## config.mk

```make
export PLATFORM = sky130hd
export DESIGN_NAME = m2q_isqrt
export DESIGN_NICKNAME = d
export VERILOG_FILES = /design/src/rtl/m2q_pkg.sv /design/src/rtl/m2q_isqrt.sv
export SDC_FILE = /design/constraint.sdc
export NUM_CORES = 1
export LEC_CHECK = 0
export BUFFER_PORTS_ARGS = -buffer_cell sky130_fd_sc_hd__clkbuf_2
export CORE_ASPECT_RATIO = 1.5
export CORE_MARGIN = 10
export CORE_UTILIZATION = 44
export CTS_CLUSTER_SIZE = 24
export DETAILED_ROUTE_END_ITERATION = 6
export GPL_TIMING_DRIVEN = 0
export RECOVER_POWER = 25
export SLEW_MARGIN = 15
export SYNTH_ARGS = -nofsm -noshare
export SYNTH_HDL_FRONTEND = slang
export SYNTH_SLANG_ARGS = --single-unit
```

## constraint.sdc

```tcl
create_clock -name clk_i -period 2.3 [get_ports clk_i]
set_input_delay 0.23 -clock clk_i [delete_from_list [all_inputs] [get_ports clk_i]]
set_output_delay 0.23 -clock clk_i [all_outputs]
set_load 0.01 [all_outputs]
```

## src/rtl/m2q_pkg.sv

```systemverilog
// ----------------------------------------------------------------------------
// m2q_pkg
// Shared constants for the rotation matrix to quaternion converter.
// ----------------------------------------------------------------------------
package m2q_pkg;

  localparam int SampleWidthDef  = 16;
  localparam int FractionBitsDef = 14;

  // Which quaternion component comes from the square root.
  localparam logic [1:0] BIG_X = 2'd0;
  localparam logic [1:0] BIG_Y = 2'd1;
  localparam logic [1:0] BIG_Z = 2'd2;
  localparam logic [1:0] BIG_W = 2'd3;

  // Sideband layout flags before the per-lane fields.
  localparam int CtrlBits = 6;

endpackage

```

## src/rtl/m2q_isqrt.sv

```systemverilog
// ----------------------------------------------------------------------------
// m2q_isqrt
// Pipelined integer square root, one result bit per stage, with sideband.
// ----------------------------------------------------------------------------
module m2q_isqrt
  import m2q_pkg::*;
#(
  parameter int RADW = 32,
  parameter int RW   = 16,
  parameter int SBW  = 8
) (
  input  logic            clk_i,
  input  logic            rst_ni,
  input  logic            en_i,
  input  logic            valid_i,
  input  logic [RADW-1:0] rad_i,
  input  logic [SBW-1:0]  sb_i,
  output logic            valid_o,
  output logic [RW-1:0]   root_o,
  output logic [SBW-1:0]  sb_o
);

  logic            v_q    [RW];
  logic [RW:0]     rem_q  [RW];
  logic [RW-1:0]   root_q [RW];
  logic [RADW-1:0] rad_q  [RW];
  logic [SBW-1:0]  sb_q   [RW];

  for (genvar k = 0; k < RW; k++) begin : g_stage
    logic            v_s;
    logic [RW:0]     rem_s;
    logic [RW-1:0]   root_s;
    logic [RADW-1:0] rad_s;
    logic [SBW-1:0]  sb_s;
    logic [RW+1:0]   remx;
    logic [RW+1:0]   trial;
    logic [RW+1:0]   diff;
    logic            ge;

    if (k == 0) begin : g_first
      assign v_s    = valid_i;
      assign rem_s  = '0;
      assign root_s = '0;
      assign rad_s  = rad_i;
      assign sb_s   = sb_i;
    end else begin : g_next
      assign v_s    = v_q[k-1];
      assign rem_s  = rem_q[k-1];
      assign root_s = root_q[k-1];
      assign rad_s  = rad_q[k-1];
      assign sb_s   = sb_q[k-1];
    end

    // Bring down the next two radicand bits and try 4*root + 1.
    assign remx  = {rem_s[RW-1:0], rad_s[RADW-1 -: 2]};
    assign trial = {root_s, 2'b01};
    assign ge    = (remx >= trial);
    assign diff  = remx - trial;

    always_ff @(posedge clk_i or negedge rst_ni) begin
      if (!rst_ni) begin
        v_q[k] <= 1'b0;
      end else if (en_i) begin
        v_q[k] <= v_s;
      end
    end

    always_ff @(posedge clk_i) begin
      if (en_i) begin
        rem_q[k]  <= ge ? diff[RW:0] : remx[RW:0];
        root_q[k] <= {root_s[RW-2:0], ge};
        rad_q[k]  <= rad_s << 2;
        sb_q[k]   <= sb_s;
      end
    end
  end

  assign valid_o = v_q[RW-1];
  assign root_o  = root_q[RW-1];
  assign sb_o    = sb_q[RW-1];

endmodule

```

; ---- After elaboration in Yosys (flattened, before gate mapping)
; Memories as Yosys holds them, arrays and structs flattened.
; Index checks and enable logic that the tools add are counted.
; W data, S select, Z words.
[op_classes]
order_cmp = 16
muxes = 18
add_sub_neg = 16
[op_table]
columns = cell, n
row1 = $mux W17, 16
row2 = $ge A18 B18 Y1, 15
row3 = $sub A17 B17 Y17, 15
row4 = $sub A2 B1 Y3 const B, 1
row5 = $ge A2 B1 Y1 const B, 1
row6 = $mux W1, 2
[totals]
ff_bits = 16
in_bits = 44
ramBits = 1136
output_inout_bits = 25
n_memories = 4
[mem_list]
columns = name, depth, width, read_ports, rd_clocked_by_memory_dff, wr, line
row1 = rad_q, 16, 30, 15, 0, 16, m2q_isqrt.sv:26  ; logic [RADW-1:0] rad_q [RW];
row2 = rem_q, 16, 17, 15, 0, 16, m2q_isqrt.sv:24  ; logic [RW:0] rem_q [RW];
row3 = root_q, 16, 16, 16, 0, 16, m2q_isqrt.sv:25  ; logic [RW-1:0] root_q [RW];
row4 = sb_q, 16, 8, 16, 0, 16, m2q_isqrt.sv:27  ; logic [SBW-1:0] sb_q [RW];

; ---- Logic depth before layout (Yosys ltp)
; Gate-level depths: netlist of run 1.
; An unclocked memory read counts as a cell.
[depth]
ltp_word = 3
depth_mapped = 12
ltp_nobuf = 10

; ---- Worst setup path after synthesis of run 1
; OpenSTA, ideal clock, no wires.
[synth_timing]
path_kind = flip-flop to flip-flop
startpoint = memory rem_q[1][51] in the netlist's numbering
endpoint = memory rem_q[1][79] in the netlist's numbering, data pin
path_stages_with_launch = 10
setup_time_ns = 0.260
path_slack_ns = -0.167
arrival_ns = 2.206
period_less_slack_ns = 2.467
path_buffers = 2
required_ns = 2.040
path_cell_list = edfxtp_1 > ha_1 > nor2b_1 > o31a_1 > o31ai_1 > o2111ai_1 > and2_1 > buf_6 > buf_6 > mux2_4
[synth_rtl]
columns = item, line
row1 = start: declaration, m2q_isqrt.sv:24

==> flow_summary.toml, run 1 <==
[outcome]
status = "finished with violations"
violations = "setup timing"

[routing]
vias_per_cell = 5.19
drc = 0
first_iter_violations = 811
vias = 18500
wirelength_um = 63900
ant_nets = 0
first_pass_iters = 5
wl_per_cell_um = 17.9

[synthesis]
synth_area_per_cell_um2 = 14.8
synth_edf_count = 728
synth_seq_cells = 744
yosysTopAreaCell = "edfxtp_1"
synth_top_flop_cell = "edfxtp_1"
ys_types = 92
synth_top_area_share = 0.683
yosys_warnings = 0
ys_top_cells_by_count = "728 x edfxtp_1, 176 x inv_1, 152 x ha_1"
syn-instance-count = 2167
ys_seq_area_frac = 0.695
synth-async-reset-ratio = 0.0215
synth_area_leaders = "edfxtp_1 68%, ha_1 5.9%, xnor2_1 2.6%"
syn-cell-area_um2 = 32000
synth.most_common_cell = "edfxtp_1"
syn-num-nets = 2363

[placement]
numPortBuffers = 68
pre_cts_ws_ns = -0.966
routabilityCongestion = 0.931
place_hpwl_um = 40700

[sta]
worstMarginPinSlew_ns = 1.30
period_share = 1.19
fin_ws_ns = -0.439
finalSetupViolCount = 233
slew_headroom = 0.133
rsz0062_at_grt = "yes"
slew_violations = 0
min_period_ns = 2.74
finClkSkew_ns = 0.0205
fmax_mhz = 365
hold_viol_final = 0

[clock_tree]
cts_max_path_buffers = 3
cts_buffers = 72
cts-root-buf = "clkbuf_16"
clkTransAtPathRegs_ns = 0.06
h-tree-depth = 3
clk_latency_ns = 0.62
clock_sinks = 744
tritoncts = "done"

[critical_path]
worst_path_max_delay_cell = "o41ai_4"
path_max_fanout = 7
cp_common_cell = "buf_12"
crit_type = "reg2reg"
required_ns = 2.66
path_cells = "ha_4, nand4b_1, o41ai_4, o32a_4, buf_12, buf_12, mux2_4"
crit_family = "compound AO/OA/AOI/OAI gates"
critPathLaunchType = "flip-flop"
r2r_slack_ns = -0.44
critPathArrivalTime_ns = 3.10
critical_path_buf_inv_count = 2
worst_setup_path_end_kind = "flip-flop"
max_stage_delay_ns = 0.51

[global_route]
grt_max_degree = 108
grt-ovfl-total = 0
grt_pass1_vias = 19400
grt_pass1_wl_um = 96600
grt_usage = 0.146
antenna_found_initial = 1

[pwr]
intPower_mw = 28.0
p_sw_mw = 9.56
p_leak_nw = 15.7
total_power_mw = 37.6
clockPowerShare = 0.323
power.density_nw_per_um2 = 901
max-vdd-ir-drop_v = 0.000690
p_seq_frac = 0.470
p_sw_frac = 0.254
power_frac_comb = 0.207

[cells_and_area]
antenna_cells = 0
layout.nets = 2788
fillers = 5506
drive_gt1_frac = 0.338
area_growth_pct = 30.2

[flow_run]
max-cap-violations = 0

[min_path]
hold_path.class = "in2async"

[floorplanning]
die_y_um = 350
start_util = 0.443
rows = 121
io_pins = 69
die_area_um2 = 84200
core_um2 = 72400
die_width_um = 240
==> sequential cells by signal (all words and copies together), names as in the netlist <==
name         flops
valid_o          1
rad_q          240
root_q         136
rem_q          224
g_stage.v_s     15
sb_q           128
==> power by group through the flow <==
stage               logic (mW)  registers (mW)  clock network (mW)
finish                    7.79            17.7                12.1
global route              8.44            17.8                12.9
CTS                       7.01            17.6                12.4
detailed placement        5.60            17.8                   0
global placement          5.40            18.2                   0
floorplan                 4.10            17.6                   0
==> per-layer routing <==
layer | vias to the layer above | wire length, µm | GRT usage
met5 | - | 0 | 0
met4 | 0 | 4290 | 0.102
met1 | 9090 | 19400 | 0.116
met3 | 198 | 2160 | 0.0232
li1 | 8918 | - | -
met2 | 339 | 38000 | 0.304
==> metrics by stage <==
stage                     instances   util  area, µm²   TNS, ns  hold slack [ns]
after floorplan                2167      -      32400    -0.432          -0.0656
after global placement         3157  0.469      33900  -8382.23            0.144
after detailed placement       3164  0.472      34100   -101.26            0.165
after CTS                      3464  0.551      39800    -25.44           0.0194
after global routing           3570  0.576      41700    -65.07            0.300
final                          3570  0.576      41700    -29.31            0.236
==> worst paths after layout <==
path	start	end	depth (start not counted)
worst max-delay path	rem_q[1][69]$_DFFE_PP_	rem_q[1][97]$_DFFE_PP_	7
worst min-delay path	rst_ni	g_stage[2].v_s$_DFFE_PN0P_	2
worst max register to register	rem_q[1][69]$_DFFE_PP_	rem_q[1][97]$_DFFE_PP_	7
worst min register to register	rad_q[4][27]$_DFFE_PP_	rad_q[4][59]$_DFFE_PP_	0
max in group asynchronous	rst_ni	g_stage[3].v_s$_DFFE_PN0P_	2
min in group clk_i	rad_i[24]	rad_q[0][24]$_DFFE_PP_	2
==> cell usage in the layout (no fill, tap or decap), types with 30 or more instances in the layout <==
cell,netlist,layout
edfxtp_1,728,728
buf_4,3,183
inv_1,176,149
nor2_1,139,91
xnor2_1,95,88
ha_4,0,79
clkbuf_16,0,76
nand2_1,88,73
a21oi_1,111,73
xor2_1,66,65
ha_1,152,63
clkbuf_2,1,59
buf_6,6,43
dlygate4sd3_1,0,43
mux2_4,4,40
o21ai_0,75,39
o21a_1,36,35
a21o_1,32,31
nor3_1,46,30
==> logic make-up after synthesis <==
family / after synthesis / synth area share
and+or+nand+nor: 478 / 0.0774
xor gates and xnor gates: 161 / 0.0440
other: 1 / 0.000117
muxes: 71 / 0.0252
buffers and inverters: 203 / 0.0260
adders and majority gates: 152 / 0.0594
DFF: 744 / 0.695
AOI/OAI and AO/OA: 357 / 0.0726
==> what timing repair did <==
action | 4_1_cts | 5_1_grt
hold endpoints to repair | 58 | 0
resized for setup | 372 | 263
pin swaps | 125 | 131
endpoints found under the setup margin | 221 | 210
cloned | 10 | 2
setup buffers | 119 | 114
hold buffers | 43 | 0
==> cell type report <==
| class | instances | area [µm²] | area share |
|---|---|---|---|
| flip-flops and latches | 744 | 22300 | 0.534 |
| well taps | 922 | 1150 | 0.0277 |
| clock buffers | 89 | 1930 | 0.0463 |
| repair buffers | 353 | 3040 | 0.0729 |
| multi-input cells | 1220 | 11800 | 0.283 |
| inverters | 179 | 686 | 0.0164 |
| plain buffers | 22 | 322 | 0.00771 |
| clock inverters | 41 | 504 | 0.0121 |
Note: power is estimated with default switching activity, not from simulation.
==> inputs of run 2 (changes only) <==
==> constraint.sdc (replaced) <==
create_clock -name clk_i -period 2.4 [get_ports clk_i]
set_input_delay 0.24 -clock clk_i [delete_from_list [all_inputs] [get_ports clk_i]]
set_output_delay 0.24 -clock clk_i [all_outputs]
set_load 0.01 [all_outputs]
==> run 2 against run 1 <==
  * The flow still finishes with violations (setup timing)
  * Critical path depth did not move
  * Routed wire length fell by 1.7%
  * Cell count fell by 1.3%
  * Largest cell class unchanged
  * Maximum frequency rose by 2.6%
  * Sequential power fell by 5%
  * Sequential share of layout area rose by 1.5 points
  * Die area did not move
  * Global-route usage fell by 0.098 points
==> flow_summary.toml, run 2 (synthesis results as in run 1) <==
[critical_path]
critPathLaunchType = "flip-flop"
path_max_fanout = 8
worst_setup_path_end_kind = "flip-flop"
crit_type = "reg2reg"
critPathArrivalTime_ns = 3.02
required_ns = 2.75

[cells_and_area]
area_growth_pct = 26.8
layout_commonest_cell = "edfxtp_1"
multiInputGateArea_um2 = 11300
antenna_cells = 0
drive_gt1_frac = 0.293
regArea_um2 = 22300
fillers = 5646
layout.nets = 2739
regMostFlops = "rad_q"
reg_top3 = "rad_q (240), rem_q (224), root_q (136)"
largest_reg_flops = 240
stdcell_area_um2 = 40600
final_cell_mix = "728 x edfxtp_1, 160 x inv_1, 149 x buf_4"

[floorplanning]
die_y_um = 350
io_pins = 69
die_width_um = 240
core_um2 = 72400
start_util = 0.443
rows = 121
die_area_um2 = 84200

[sta]
slew_headroom = 0.429
slew_violations = 0
hold_viol_final = 0
worstMarginPinSlew_ns = 0.857
rsz0062_at_grt = "yes"
finClkSkew_ns = 0.0224
finalSetupViolCount = 97
fmax_mhz = 375
fin_ws_ns = -0.268
fin_hold_ws_ns = 0.0312
period_share = 1.11
min_period_ns = 2.67

[routing]
first_pass_iters = 4
drc = 0
vias = 18300
vias_per_cell = 5.20
ant_nets = 0
first_iter_violations = 946
wl_per_cell_um = 17.8
wirelength_um = 62800

[outcome]
violations = "setup timing"
status = "finished with violations"

[pwr]
max-vdd-ir-drop_v = 0.000594
power.density_nw_per_um2 = 871
p_leak_nw = 15.3
total_power_mw = 35.4

[min_path]
hold_path.class = "in2reg"

[global_route]
grt_pass1_wl_um = 95700
grt_max_degree = 107
grt_pass1_vias = 19100
antenna_found_initial = 0
grt_usage = 0.145
grt-ovfl-total = 0

[placement]
numPortBuffers = 68
placedInstanceArea_um2 = 33800
place_hpwl_um = 40700
routabilityCongestion = 0.939
pre_cts_ws_ns = -0.899

[clock_tree]
cts_buffers = 73
cts_max_path_buffers = 3
clock_sinks = 744
clk_latency_ns = 0.62
tritoncts = "done"
h-tree-depth = 3
clkTransAtPathRegs_ns = 0.06
cts-root-buf = "clkbuf_16"

[flow_run]
max-cap-violations = 0
run 2: power by group:
| group | switching (mW) | total [mW] | internal, mW |
|---|---|---|---|
| logic | 3.45 | 7.19 | 3.75 |
| registers | 0.840 | 16.9 | 16.1 |
| clock network | 4.81 | 11.2 | 6.44 |
| total | 9.10 | 35.4 | 26.3 |
run 2: cell type report:
class	count	area share
plain buffers	22	0.00718
clock buffers	92	0.0478
clock inverters	41	0.0102
inverters	179	0.0168
multi-input cells	1221	0.278
flip-flops and latches	744	0.548
well taps	922	0.0284
repair buffers	302	0.0635
run 2: final timing paths:
path	slack, ns	endpoint	cells past startpoint	start
hold reg to reg	0.41	sb_q[2][7]$_DFFE_PP_	0	sb_q[1][15]$_DFFE_PP_
setup / recovery	-0.27	rem_q[1][96]$_DFFE_PP_	7	rem_q[1][69]$_DFFE_PP_
hold / removal	0.03	rem_q[0][16]$_SDFFCE_PN0P_	1	en_i
max in group asynchronous	1.62	g_stage[9].v_s$_DFFE_PN0P_	2	rst_ni
min in group asynchronous	0.25	g_stage[7].v_s$_DFFE_PN0P_	2	rst_ni
setup reg to reg	-0.27	rem_q[1][96]$_DFFE_PP_	7	rem_q[1][69]$_DFFE_PP_
run 2: repair_timing:
action	4_1_cts	5_1_grt
endpoints found under the setup margin	211	299
pin swaps	103	87
setup buffers	109	70
cloned	6	3
endpoints found under the hold margin	58	0
hold buffers	43	0
gates resized for setup	361	160
run 2: layer usage:
layer,part of all wire,vias up,global-route usage
li1,-,8826,-
met1,0.31,8984,0.120
met2,0.58,315,0.294
met3,0.030,195,0.0256
met4,0.072,0,0.106
met5,0,-,0
run 2: stage by stage:
step            util  std cells  TNS [ns]
2_1_floorplan      -       2167         0
3_3_place_gp   0.464       3157  -8203.13
3_5_place_dp   0.467       3164   -145.30
4_1_cts        0.543       3453    -15.43
5_1_grt        0.561       3523    -19.70
6_report       0.561       3523    -13.87
run 2: critical path: stages, from the launching register on:
cell and delay [ns]:
edfxtp_1 0.43, ha_4 0.34, nand4b_1 0.35, o41ai_4 0.47
o32a_4 0.22, buf_12 0.13, buf_12 0.15, mux2_4 0.30
